[src/hw/rtl/mtep_pkg.sv]
`default_nettype none

package mtep_pkg;

  // Record kinds on the result channel.
  localparam logic [2:0] KIND_CHAN  = 3'd0;
  localparam logic [2:0] KIND_META  = 3'd1;
  localparam logic [2:0] KIND_SYSEX = 3'd2;
  localparam logic [2:0] KIND_PAY   = 3'd3;
  localparam logic [2:0] KIND_EMPTY = 3'd4;

  // Status and meta codes of the track format.
  localparam logic [7:0] ST_META       = 8'hFF;
  localparam logic [7:0] ST_SYSEX      = 8'hF0;
  localparam logic [7:0] ST_SYSEX_ESC  = 8'hF7;
  localparam logic [3:0] HI_PROG       = 4'hC;
  localparam logic [3:0] HI_CHAN_PRESS = 4'hD;
  localparam logic [7:0] META_TEMPO    = 8'h51;
  localparam logic [7:0] META_END      = 8'h2F;

  // One result record, field for field.
  typedef struct packed {
    logic [2:0]  kind;
    logic [31:0] tick;
    logic [7:0]  status;
    logic [7:0]  d1;
    logic [7:0]  d2;
    logic [1:0]  cnt;
    logic [7:0]  meta;
    logic [31:0] blen;
    logic [7:0]  pay;
    logic        tf;
    logic [23:0] tempo;
    logic        fin;
  } rec_t;

  // One queue entry: an optional payload byte record followed by an optional
  // main record. Both share tick, status, meta kind and length; the main
  // record shows its length only when it finishes the track.
  typedef struct packed {
    logic pay_vld;
    logic main_vld;
    rec_t rec;
  } entry_t;

endpackage

`default_nettype wire

[src/hw/rtl/mtep_front.sv]
`default_nettype none

module mtep_front (
  input  wire                logic clk,
  input  wire                logic rst_n,
  input  wire                logic in_valid,
  input  wire                logic [7:0] in_byte,
  output logic               in_ready,
  input  wire                logic q_full,
  output logic               q_push,
  output mtep_pkg::entry_t   q_data
);

  typedef enum logic [3:0] {
    PH_HEADER,
    PH_DELTA,
    PH_STATUS,
    PH_DATA1,
    PH_DATA2,
    PH_MTYPE,
    PH_LENGTH,
    PH_PAYLOAD,
    PH_DONE
  } phase_t;

  phase_t      phase_r, phase_nxt;
  logic [2:0]  hp_r, hp_nxt;
  logic [31:0] len_r, len_nxt;
  logic [31:0] cons_r, cons_nxt;
  logic [31:0] tick_r, tick_nxt;
  logic [31:0] vlq_r, vlq_nxt;
  logic [7:0]  rs_r, rs_nxt;
  logic [7:0]  cs_r, cs_nxt;
  logic [7:0]  held_r, held_nxt;
  logic [7:0]  meta_r, meta_nxt;
  logic [31:0] left_r, left_nxt;
  logic [23:0] tempo_r, tempo_nxt;

  logic acc;

  // The queue absorbs every record, so input flow only depends on its room.
  assign in_ready = ~q_full;
  assign acc      = in_valid & in_ready;

  // Byte classification and record assembly.
  always_comb begin
    logic [31:0] cons_inc;
    logic [31:0] vlq_shift;
    logic [7:0]  cs_sel;
    logic [31:0] raw_len;
    logic [23:0] tempo_v;
    logic        do_first;
    logic        do_body;
    logic        do_end;
    logic        end_meta;
    logic        fin;

    cons_inc  = cons_r + 32'd1;
    vlq_shift = {vlq_r[24:0], in_byte[6:0]};
    cs_sel    = cs_r;
    raw_len   = '0;
    tempo_v   = '0;
    do_first  = 1'b0;
    do_body   = 1'b0;
    do_end    = 1'b0;
    end_meta  = 1'b0;
    fin       = 1'b0;

    phase_nxt = phase_r;
    hp_nxt    = hp_r;
    len_nxt   = len_r;
    cons_nxt  = cons_r;
    tick_nxt  = tick_r;
    vlq_nxt   = vlq_r;
    rs_nxt    = rs_r;
    cs_nxt    = cs_r;
    held_nxt  = held_r;
    meta_nxt  = meta_r;
    left_nxt  = left_r;
    tempo_nxt = tempo_r;

    q_push          = 1'b0;
    q_data          = '0;
    q_data.rec.tick = tick_r;

    if (acc) begin
      case (phase_r)
        PH_HEADER: begin
          if (hp_r >= 3'd4) begin
            len_nxt = {len_r[23:0], in_byte};
          end
          if (hp_r != 3'd7) begin
            hp_nxt = hp_r + 3'd1;
          end else begin
            hp_nxt   = '0;
            cons_nxt = '0;
            tick_nxt = '0;
            vlq_nxt  = '0;
            if (len_nxt == 32'd0) begin
              phase_nxt           = PH_DONE;
              q_push              = 1'b1;
              q_data.main_vld     = 1'b1;
              q_data.rec.kind     = mtep_pkg::KIND_EMPTY;
              q_data.rec.tick     = '0;
              q_data.rec.fin      = 1'b1;
            end else begin
              phase_nxt = PH_DELTA;
            end
          end
        end
        PH_DELTA: begin
          cons_nxt = cons_inc;
          vlq_nxt  = vlq_shift;
          if (!in_byte[7]) begin
            tick_nxt  = tick_r + vlq_shift;
            phase_nxt = PH_STATUS;
          end
        end
        PH_STATUS: begin
          cons_nxt = cons_inc;
          if (in_byte == mtep_pkg::ST_META) begin
            cs_nxt    = mtep_pkg::ST_META;
            phase_nxt = PH_MTYPE;
          end else if (in_byte == mtep_pkg::ST_SYSEX || in_byte == mtep_pkg::ST_SYSEX_ESC) begin
            cs_nxt    = in_byte;
            vlq_nxt   = '0;
            phase_nxt = PH_LENGTH;
          end else if (in_byte[7]) begin
            rs_nxt    = in_byte;
            cs_nxt    = in_byte;
            phase_nxt = PH_DATA1;
          end else begin
            // Running status: a data byte reuses the last channel status.
            cs_nxt   = rs_r;
            cs_sel   = rs_r;
            do_first = 1'b1;
          end
        end
        PH_DATA1: begin
          cons_nxt = cons_inc;
          do_first = 1'b1;
        end
        PH_DATA2: begin
          cons_nxt          = cons_inc;
          do_end            = 1'b1;
          q_push            = 1'b1;
          q_data.main_vld   = 1'b1;
          q_data.rec.kind   = mtep_pkg::KIND_CHAN;
          q_data.rec.status = cs_r;
          q_data.rec.d1     = held_r;
          q_data.rec.d2     = in_byte;
          q_data.rec.cnt    = 2'd2;
        end
        PH_MTYPE: begin
          cons_nxt  = cons_inc;
          meta_nxt  = in_byte;
          vlq_nxt   = '0;
          phase_nxt = PH_LENGTH;
        end
        PH_LENGTH: begin
          cons_nxt = cons_inc;
          vlq_nxt  = vlq_shift;
          if (!in_byte[7]) begin
            left_nxt  = vlq_shift;
            tempo_nxt = '0;
            if (vlq_shift == 32'd0) begin
              do_body = 1'b1;
              raw_len = vlq_shift;
            end else begin
              phase_nxt = PH_PAYLOAD;
            end
          end
        end
        PH_PAYLOAD: begin
          cons_nxt          = cons_inc;
          tempo_nxt         = {tempo_r[15:0], in_byte};
          left_nxt          = left_r - 32'd1;
          q_push            = 1'b1;
          q_data.pay_vld    = 1'b1;
          q_data.rec.pay    = in_byte;
          q_data.rec.status = cs_r;
          q_data.rec.meta   = (cs_r == mtep_pkg::ST_META) ? meta_r : 8'd0;
          q_data.rec.blen   = vlq_r;
          if (left_nxt == 32'd0) begin
            do_body = 1'b1;
            raw_len = vlq_r;
            tempo_v = tempo_nxt;
          end
        end
        default: begin
        end
      endcase
    end

    // First channel data byte: one-byte events finish here.
    if (do_first) begin
      if (cs_sel[7:4] == mtep_pkg::HI_PROG || cs_sel[7:4] == mtep_pkg::HI_CHAN_PRESS) begin
        do_end            = 1'b1;
        q_push            = 1'b1;
        q_data.main_vld   = 1'b1;
        q_data.rec.kind   = mtep_pkg::KIND_CHAN;
        q_data.rec.status = cs_sel;
        q_data.rec.d1     = in_byte;
        q_data.rec.cnt    = 2'd1;
      end else begin
        held_nxt  = in_byte;
        phase_nxt = PH_DATA2;
      end
    end

    // Meta or sysex record after the last payload byte, or after a zero length.
    if (do_body) begin
      do_end          = 1'b1;
      q_push          = 1'b1;
      q_data.main_vld = 1'b1;
      q_data.rec.blen = raw_len;
      if (cs_r == mtep_pkg::ST_META) begin
        end_meta          = (meta_r == mtep_pkg::META_END);
        q_data.rec.kind   = mtep_pkg::KIND_META;
        q_data.rec.status = mtep_pkg::ST_META;
        q_data.rec.meta   = meta_r;
        q_data.rec.tf     = (meta_r == mtep_pkg::META_TEMPO) && (raw_len == 32'd3);
        q_data.rec.tempo  = q_data.rec.tf ? tempo_v : 24'd0;
      end else begin
        q_data.rec.kind   = mtep_pkg::KIND_SYSEX;
        q_data.rec.status = cs_r;
        q_data.rec.meta   = 8'd0;
      end
    end

    // Event boundary: end of the track, or back to the next delta time.
    if (do_end) begin
      fin            = end_meta || (cons_nxt >= len_r);
      q_data.rec.fin = fin;
      if (fin) begin
        phase_nxt = PH_DONE;
      end else begin
        phase_nxt = PH_DELTA;
        vlq_nxt   = '0;
      end
    end
  end

  // Parser state.
  always_ff @(posedge clk) begin
    if (!rst_n) begin
      phase_r <= PH_HEADER;
      hp_r    <= '0;
      len_r   <= '0;
      cons_r  <= '0;
      tick_r  <= '0;
      vlq_r   <= '0;
      rs_r    <= '0;
      cs_r    <= '0;
      held_r  <= '0;
      meta_r  <= '0;
      left_r  <= '0;
      tempo_r <= '0;
    end else begin
      phase_r <= phase_nxt;
      hp_r    <= hp_nxt;
      len_r   <= len_nxt;
      cons_r  <= cons_nxt;
      tick_r  <= tick_nxt;
      vlq_r   <= vlq_nxt;
      rs_r    <= rs_nxt;
      cs_r    <= cs_nxt;
      held_r  <= held_nxt;
      meta_r  <= meta_nxt;
      left_r  <= left_nxt;
      tempo_r <= tempo_nxt;
    end
  end

endmodule

`default_nettype wire

[src/hw/rtl/mtep_fifo.sv]
`default_nettype none

module mtep_fifo #(
  parameter int DEPTH = 4
) (
  input  wire              logic clk,
  input  wire              logic rst_n,
  input  wire              logic push,
  input  wire mtep_pkg::entry_t push_data,
  output logic             full,
  input  wire              logic pop,
  output mtep_pkg::entry_t pop_data,
  output logic             empty
);

  localparam int AW = (DEPTH > 1) ? $clog2(DEPTH) : 1;
  localparam int CW = $clog2(DEPTH + 1);

  mtep_pkg::entry_t mem_r [DEPTH];
  logic [AW-1:0] wp_r, wp_nxt;
  logic [AW-1:0] rp_r, rp_nxt;
  logic [CW-1:0] cnt_r, cnt_nxt;

  assign full     = (cnt_r == CW'(DEPTH));
  assign empty    = (cnt_r == '0);
  assign pop_data = mem_r[rp_r];

  // Pointer and fill count update.
  always_comb begin
    wp_nxt  = wp_r;
    rp_nxt  = rp_r;
    cnt_nxt = cnt_r;
    if (push) begin
      wp_nxt = (wp_r == AW'(DEPTH - 1)) ? '0 : wp_r + AW'(1);
    end
    if (pop) begin
      rp_nxt = (rp_r == AW'(DEPTH - 1)) ? '0 : rp_r + AW'(1);
    end
    if (push && !pop) begin
      cnt_nxt = cnt_r + CW'(1);
    end else if (pop && !push) begin
      cnt_nxt = cnt_r - CW'(1);
    end
  end

  always_ff @(posedge clk) begin
    if (!rst_n) begin
      wp_r  <= '0;
      rp_r  <= '0;
      cnt_r <= '0;
    end else begin
      wp_r  <= wp_nxt;
      rp_r  <= rp_nxt;
      cnt_r <= cnt_nxt;
    end
  end

  // Entry storage.
  always_ff @(posedge clk) begin
    if (push) begin
      mem_r[wp_r] <= push_data;
    end
  end

`ifndef SYNTH
  a_no_overflow: assert property (@(posedge clk) disable iff (!rst_n)
    push |-> !full || pop)
    else $error("queue written while full");

  a_no_underflow: assert property (@(posedge clk) disable iff (!rst_n)
    pop |-> !empty)
    else $error("queue read while empty");
`endif

endmodule

`default_nettype wire

[src/hw/rtl/mtep_back.sv]
`default_nettype none

module mtep_back (
  input  wire              logic clk,
  input  wire              logic rst_n,
  input  wire mtep_pkg::entry_t head,
  input  wire              logic empty,
  output logic             pop,
  input  wire              logic out_ready,
  output logic             out_valid,
  output mtep_pkg::rec_t   out_rec
);

  logic           vld_r, vld_nxt;
  logic           sent_r, sent_nxt;
  mtep_pkg::rec_t rec_r, rec_nxt;

  assign out_valid = vld_r;
  assign out_rec   = rec_r;

  // Expand one queue entry into its payload record and its main record.
  always_comb begin
    logic load;

    load     = !vld_r || out_ready;
    pop      = 1'b0;
    sent_nxt = sent_r;
    vld_nxt  = vld_r && !out_ready;
    rec_nxt  = rec_r;
    if (load && !empty) begin
      vld_nxt = 1'b1;
      if (head.pay_vld && !sent_r) begin
        rec_nxt        = '0;
        rec_nxt.kind   = mtep_pkg::KIND_PAY;
        rec_nxt.tick   = head.rec.tick;
        rec_nxt.status = head.rec.status;
        rec_nxt.meta   = head.rec.meta;
        rec_nxt.blen   = head.rec.blen;
        rec_nxt.pay    = head.rec.pay;
        if (head.main_vld) begin
          sent_nxt = 1'b1;
        end else begin
          pop = 1'b1;
        end
      end else begin
        rec_nxt      = head.rec;
        rec_nxt.pay  = 8'd0;
        // The event length shows only on the record that ends the track.
        rec_nxt.blen = head.rec.fin ? head.rec.blen : 32'd0;
        pop          = 1'b1;
        sent_nxt     = 1'b0;
      end
    end
  end

  always_ff @(posedge clk) begin
    if (!rst_n) begin
      vld_r  <= 1'b0;
      sent_r <= 1'b0;
    end else begin
      vld_r  <= vld_nxt;
      sent_r <= sent_nxt;
    end
    rec_r <= rec_nxt;
  end

endmodule

`default_nettype wire

[src/hw/rtl/midi_track_event_parser.sv]
// MIDI track chunk parser.
// Input channel: in_valid/in_ready with in_byte, one raw byte of the track
// chunk per transaction: four name bytes, a big-endian 32-bit body length,
// then delta-time and event pairs.
// Result channel: out_valid/out_ready with one record per transaction: a
// channel, meta or sysex event, a meta or sysex payload byte, or an empty
// track marker. A payload's last byte yields two records, the byte first.
// Throughput: one byte per cycle in while the queue has room; one record
// per cycle out while out_ready is high. The front parser classifies a
// byte in the cycle it is accepted and writes a queue entry; the back end
// reads the queue and drives the output register. When the receiver
// stalls the queue fills; in_ready drops only when the queue is full, so
// FIFO_DEPTH bytes with results can be absorbed.
// Reset (rst_n low, synchronous) returns to the chunk header phase with all
// counters cleared and the queue and output register empty. Bytes after the
// end of the track are taken and ignored until the next reset.
`default_nettype none

module midi_track_event_parser #(
  parameter int FIFO_DEPTH = 4
) (
  input  wire  logic        clk,
  input  wire  logic        rst_n,
  input  wire  logic        in_valid,
  output logic              in_ready,
  input  wire  logic [7:0]  in_byte,
  output logic              out_valid,
  input  wire  logic        out_ready,
  output logic [2:0]        out_record_kind,
  output logic [31:0]       out_event_tick,
  output logic [7:0]        out_status_value,
  output logic [7:0]        out_first_data,
  output logic [7:0]        out_second_data,
  output logic [1:0]        out_data_count,
  output logic [7:0]        out_meta_kind,
  output logic [31:0]       out_body_length,
  output logic [7:0]        out_payload_value,
  output logic              out_tempo_found,
  output logic [23:0]       out_tempo_micros,
  output logic              out_track_finished
);

  logic             q_full;
  logic             q_empty;
  logic             q_push;
  logic             q_pop;
  mtep_pkg::entry_t q_wdata;
  mtep_pkg::entry_t q_rdata;
  mtep_pkg::rec_t   rec;

  // Byte parser.
  mtep_front u_front (
    .clk      (clk),
    .rst_n    (rst_n),
    .in_valid (in_valid),
    .in_byte  (in_byte),
    .in_ready (in_ready),
    .q_full   (q_full),
    .q_push   (q_push),
    .q_data   (q_wdata)
  );

  // Record queue between parser and output.
  mtep_fifo #(
    .DEPTH (FIFO_DEPTH)
  ) u_fifo (
    .clk       (clk),
    .rst_n     (rst_n),
    .push      (q_push),
    .push_data (q_wdata),
    .full      (q_full),
    .pop       (q_pop),
    .pop_data  (q_rdata),
    .empty     (q_empty)
  );

  // Output register and record expansion.
  mtep_back u_back (
    .clk       (clk),
    .rst_n     (rst_n),
    .head      (q_rdata),
    .empty     (q_empty),
    .pop       (q_pop),
    .out_ready (out_ready),
    .out_valid (out_valid),
    .out_rec   (rec)
  );

  assign out_record_kind    = rec.kind;
  assign out_event_tick     = rec.tick;
  assign out_status_value   = rec.status;
  assign out_first_data     = rec.d1;
  assign out_second_data    = rec.d2;
  assign out_data_count     = rec.cnt;
  assign out_meta_kind      = rec.meta;
  assign out_body_length    = rec.blen;
  assign out_payload_value  = rec.pay;
  assign out_tempo_found    = rec.tf;
  assign out_tempo_micros   = rec.tempo;
  assign out_track_finished = rec.fin;

`ifndef SYNTH
  a_pay_not_final: assert property (@(posedge clk) disable iff (!rst_n)
    out_valid && out_record_kind == mtep_pkg::KIND_PAY |-> !out_track_finished)
    else $error("payload record marked as track end");

  a_tempo_meta: assert property (@(posedge clk) disable iff (!rst_n)
    out_valid && out_tempo_found |->
      out_record_kind == mtep_pkg::KIND_META && out_meta_kind == mtep_pkg::META_TEMPO)
    else $error("tempo reported on a non-tempo record");

  a_chan_count: assert property (@(posedge clk) disable iff (!rst_n)
    out_valid && out_record_kind == mtep_pkg::KIND_CHAN |->
      out_data_count == 2'd1 || out_data_count == 2'd2)
    else $error("channel record with bad data count");
`endif

endmodule

`default_nettype wire

[config.mk]
export PLATFORM = sky130hd
export DESIGN_NAME = midi_track_event_parser
export DESIGN_NICKNAME = d
export VERILOG_FILES = /design/src/hw/rtl/mtep_pkg.sv /design/src/hw/rtl/mtep_front.sv /design/src/hw/rtl/mtep_fifo.sv /design/src/hw/rtl/mtep_back.sv /design/src/hw/rtl/midi_track_event_parser.sv
export SDC_FILE = /design/constraint.sdc
export NUM_CORES = 1
export LEC_CHECK = 0
export BUFFER_PORTS_ARGS = -buffer_cell sky130_fd_sc_hd__buf_2
export CAP_MARGIN = 0
export CORE_MARGIN = 4
export CORE_UTILIZATION = 60
export CTS_CLUSTER_SIZE = 8
export DETAILED_ROUTE_END_ITERATION = 16
export PLACE_DENSITY = 0.84
export SETUP_SLACK_MARGIN = 0.1
export SYNTH_ARGS = -nofsm -noshare
export SYNTH_HDL_FRONTEND = slang
export SYNTH_HIERARCHICAL = 1
export SYNTH_SLANG_ARGS = --single-unit
export TNS_END_PERCENT = 30
[constraint.sdc]
create_clock -name clk -period 9 [get_ports clk]
set_clock_uncertainty 0.05 [all_clocks]
set_input_delay 0.45 -clock clk [delete_from_list [all_inputs] [get_ports clk]]
set_output_delay 0.45 -clock clk [all_outputs]
set_load 0.05 [all_outputs]
**Yosys cells after proc, flatten, opt, wreduce, memory -nomap -nowiden**

Memories as Yosys holds them, arrays and structs flattened. A register that Yosys moved wholly into a read port is not among the register bits.
Cells that the tools add are included.

- Equality and inequality tests: 24
- Reduce and logical (&&, ||, !) cells: 35
- Bitwise operators: 5
- Magnitude comparators: 2
- Add/subtract/negate cells: 8
- Multiplexer cells: 118

Operators by type and width:

| operator | count |
|---|---|
| $mux 32 | 20 |
| $pmux 32 s2 | 4 |
| $pmux 32 s4 | 1 |
| $mux 111 | 1 |
| $logic_not 32->1 | 3 |
| $mux 24 | 4 |
| $mux 8 | 12 |
| $mux 36 | 2 |
| $mux 66 | 1 |
| $mux 4 | 16 |
| $mux 25 | 2 |
| $mux 16 | 3 |
| $mux 48 | 1 |
| $mux 40 | 1 |
| $mux 1 | 33 |
| $add 32x1->32 const B | 1 |
| $add 32x32->32 | 1 |
| $eq 32x2->1 const B | 1 |
| $eq 8x8->1 const B | 4 |
| $ge 32x32->1 | 1 |
| $pmux 16 s2 | 1 |
| $sub 32x1->32 const B | 1 |
| $pmux 4 s5 | 1 |
| $mux 18 | 1 |
| 31 further kinds | 76 |

- Memories kept: 1
- Memory bits (writable): 548
- Output and inout bits: 137
- Register bits after elaboration: 359

Memory list:

| memory | words | bits a word | read ports | clocked after memory_dff | wr ports | RTL line | RTL |
|---|---|---|---|---|---|---|---|
| u_fifo.mem_r | 4 | 137 | 1 | 1 | 1 | mtep_fifo.sv:19 | `mtep_pkg::entry_t mem_r [DEPTH];` |

**Depth between registers and ports, before layout**

- Word-level depth: 16
- Gate-level depth with buffers: 20

**Cells and area by module**

The synthesis kept the hierarchy.

Modules (own cells, without submodules):

| module | cells an instance | seq. area each (sq um) | area each (sq um) | instances |
|---|---|---|---|---|
| mtep_fifo | 759 | 16636.0 | 20194.4 | 1 |
| mtep_front | 1756 | 4304.1 | 13367.8 | 1 |
| mtep_back | 242 | 4093.9 | 4775.8 | 1 |

**Worst setup path after synthesis**

OpenSTA, ideal clock, no wires.

- Kind: register -> register
- Start: register u_front.left_r[0]
- End: memory u_fifo/mem_r[0][0] in the netlist's numbering, enable pin
- Cell stages (with the launch flop): 14
- Slack: 2530 ps
- Arrival: 5908 ps
- Clock period less this slack: 6470 ps
- Setup time: 512 ps
- Cells stage by stage: dfxtp_1 clkbuf_1 inv_1 ha_1 nor3b_2 and4b_1 nand3_1 o41ai_2 a22o_1 and4_4 nor4_4 and2_1 nand2_1 and2_1

- Longest elaborated chain between the ends: 8

RTL lines:

| item | RTL line | RTL |
|---|---|---|
| start: declaration | mtep_front.sv:36 | `logic [31:0] left_r, left_nxt;` |
| start signal: assignment | mtep_front.sv:270 | `left_r <= left_nxt;` |
| $sub 32x1->32 | mtep_front.sv:177 | `left_nxt = left_r - 32'd1;` |
| $logic_not 32->1 | mtep_front.sv:184 | `if (left_nxt == 32'd0) begin` |
| $mux 1 | mtep_front.sv:184 |  |
| $pmux 1 s2 | mtep_front.sv:87 | `case (phase_r)` |
| $mux 1 | mtep_front.sv:86 | `if (acc) begin` |
| $mux 1 | mtep_front.sv:212 | `if (do_body) begin` |
| named net q_push | midi_track_event_parser.sv:45 | `logic q_push;` |
| $mux 1 | mtep_fifo.sv:60 | `if (push) begin` |
| $mux 1 (implied by the code) | mtep_fifo.sv:61 | `mem_r[wp_r] <= push_data;` |
| end: declaration | mtep_fifo.sv:19 |  |

The timed path passes the listed nets, and every way through them passes these cells.

**Worst setup path in the final report**

- Start: register u_front.left_r[0]
- End: memory u_fifo/mem_r[2][101] in the netlist's numbering, enable pin

Same word-level chain as after synthesis.

==> reports/qor.txt <==
status: complete, no violations
kind of critical path: flip-flop to flip-flop
via-per-instance ratio: 6.57
Critical Path Max Stage Delay: 0.86 ns
die height: 261 um
leak pwr: 15.1 nW
Placement Cell Area: 39700 um2
Main synth FF type: edfxtp_1
Clock transition at path regs: 0.05 ns
drt pass-1 iters: 8
Clk Latency, worst-skew pair: 0.73 ns
total congestion overflow: 0
commonest non-fill, non-tap cell in the layout: edfxtp_1
Total Routing Usage GR: 0.295
worst-path maximum fanout: 57
Psw: 3.61 mW
share of layout cells above drive strength 1: 0.178
pin count of the biggest net entering global routing: 117
pwr/cell area: 271 nW/um2
gpl congestion: 0.965
Syn Nets: 2845
Slowest cell on crit path: and2_4
VDD IR-drop max: 0.000201 V
H-tree Lvls: 4
EDFF count, synth: 683
Util after Layout: 0.690
Yosys reg bits: 909
Vias: 25400
initial DRC count: 3594
Cell Count, Final, Fillers Out: 3865
Final Total Pwr: 11.8 mW
Placed Cells: 3635
crit path time final: 5.70 ns
# Max-Cap Violations: 0
RSZ-0062 raised after global routing: no
setup ws final: 3.30 ns
mapped cell area: 38300 um2
initial core utilization: 0.607
CP cell instances: inv_1, ha_1, nor3b_2, a21boi_1, a2111oi_0, nand3_1, nor4_1, and4_4, nor4_4, and2_1, nand2_1, and2_4, buf_4
port bufs: 148
CTS tree: done
Post-Route WL: 99900 um
Critical Path RT: 9.28 ns
async set-reset flop share out of synthesis: 0
Ports: 149
clock root cell: clkbuf_16
Switching Share: 0.306
drt drc: 0
core region area: 63200 um2
Die ar.: 68000 um2
Clock Tree Buf Depth: 3
Post-DRT Antenna Nets: 0
Internal: 8.20 mW
TNS Setup: 0 ns
fmax: 0.175 GHz
Final Cycle Share: 0.634
yosys warns: 6
Flop pwr share: 0.428
TritonCTS Buffers: 131
Post-Syn Instances: 2757
post-detail-place hpwl: 59100 um
vias in the first global route: 25400
average size of a mapped cell: 13.9 um2
number of distinct library cells after synthesis: 82
hold_ws: 0.137 ns
actual slew at the worst max-slew pin: 1.31 ns
final net count: 3011
worst hold path type: primary input to flip-flop
drt wl/cell: 25.8 um
Startpoint Class: flip-flop
Slew Limit Fails: 0
Hold Fails Final Rpt: 0
design area: 43600 um2
Fillers: 3920
row count: 92
DIE WIDTH: 261 um
crit end category: flip-flop
antenna violations before repair: 4
clock share of power: 0.387
sequential share of the synthesized area: 0.653
Gate power share: 0.185
Final setup viols: 0
DP Worst Slack: 3.45 ns
clock sinks: 909
first-pass GRT wire length: 152000 um
Worst Reg-to-Reg Cells: 13
Hold Path Stages: 3
synthesis-to-layout area growth: 13.7%
quantity of gates resized following cts: 0
Worst EP arrival: 5.98 ns
Slew HR: 0.125
most frequent cells in the layout: edfxtp_1, dfxtp_1, and2_1, nor2_1, nand2_1
-- worst max-delay path: cells and delay by family (launching register included) --
kind / cells / cell delay (ns)
AOI/OAI and AO/OA: 2 / 0.60
and+or+nand+nor: 8 / 3.05
DFF: 1 / 0.41
adders and majority gates: 1 / 0.27
buffers and inverters: 2 / 0.86
-- timing repair --
action	CTS	global route
setup buffers	0	0
endpoints found under the setup margin	0	0
endpoints found under the hold margin	1	0
hold buffers	1	0
-- layer usage --
| layer | vias to the layer above | track usage | wire length [um] | share of wire |
|---|---|---|---|---|
| li1 | 10800 | - | - | - |
| met1 | 12500 | 0.375 | 36600 | 0.37 |
| met2 | 1635 | 0.484 | 48800 | 0.49 |
| met3 | 413 | 0.0696 | 9280 | 0.093 |
| met4 | 2 | 0.140 | 5200 | 0.052 |
| met5 | - | 0 | 11 | 0.00011 |
-- cell type report --
type,count,area (um2),share of cell area
Clock buffer,212,3620,0.0831
Antenna cell,3,7.51,0.000172
Clock inverter,14,231,0.00531
Timing Repair Buffer,176,991,0.0227
Sequential cell,909,25000,0.574
Inverter,70,264,0.00606
Multi-Input combinational cell,1635,12400,0.284
Tap cell,846,1060,0.0243
-- synthesized netlist by cell type (all sizes together) (18+ instances only) --
| master | n | area share |
|---|---|---|
| nor2 | 223 | 0.024 |
| a21oi | 147 | 0.019 |
| o21ai | 90 | 0.012 |
| inv | 70 | 0.0069 |
| dfxtp | 226 | 0.12 |
| nand4 | 24 | 0.0039 |
| ha | 74 | 0.024 |
| a22o | 18 | 0.0041 |
| nand2 | 170 | 0.017 |
| clkbuf | 96 | 0.0094 |
| nor2b | 47 | 0.0079 |
| buf | 47 | 0.0086 |
| and2 | 205 | 0.033 |
| mux2i | 30 | 0.0078 |
| nor3 | 67 | 0.0095 |
| mux4 | 137 | 0.080 |
| edfxtp | 683 | 0.53 |
| a21o | 23 | 0.0045 |
| and3 | 19 | 0.0031 |
| a31oi | 26 | 0.0042 |
| a22oi | 57 | 0.011 |
| nor4 | 34 | 0.0063 |
| nand3 | 36 | 0.0047 |
-- sequential cells by signal, summed over array words and instances (netlist names), 16 cells and up, named ones only --
signal / cells
u_front/left_r: 32
u_front/tick_r: 32
u_front/vlq_r: 32
u_front/len_r: 32
u_front/tempo_r: 16
u_fifo/mem_r: 548
u_front/cons_r: 32
u_back/out_rec: 135
-- final timing paths --
| kind | start | endpoint | slack, ns |
|---|---|---|---|
| setup / recovery | u_front/left_r[0] | u_fifo/mem_r[2][101] | 3.30 |
| setup reg to reg | u_front/left_r[0] | u_fifo/mem_r[2][101] | 3.30 |
| hold / removal | in_byte[2] | u_front/len_r[2] | 0.14 |
| hold reg to reg | u_front/len_r[28] | u_front/len_r[28] | 0.42 |
-- power groups by stage --
| stage | combinational [mW] | clock, mW | sequential, mW |
|---|---|---|---|
| floorplan | 0.646 | 0 | 6.20 |
| global placement | 2.16 | 0 | 5.12 |
| detailed placement | 2.19 | 0 | 5.13 |
| CTS | 2.21 | 4.62 | 5.06 |
| global route | 2.28 | 4.83 | 5.08 |
| finish | 2.19 | 4.56 | 5.05 |
-- kinds of logic after synthesis --
| logic type | share of synthesized area |
|---|---|
| flops | 0.653 |
| xor+xnor | 0.00571 |
| fa+ha+maj | 0.0252 |
| compound gates | 0.0783 |
| simple gates | 0.125 |
| mux | 0.0883 |
| buf+inv | 0.0249 |
Power figures use the tool's default switching activity.
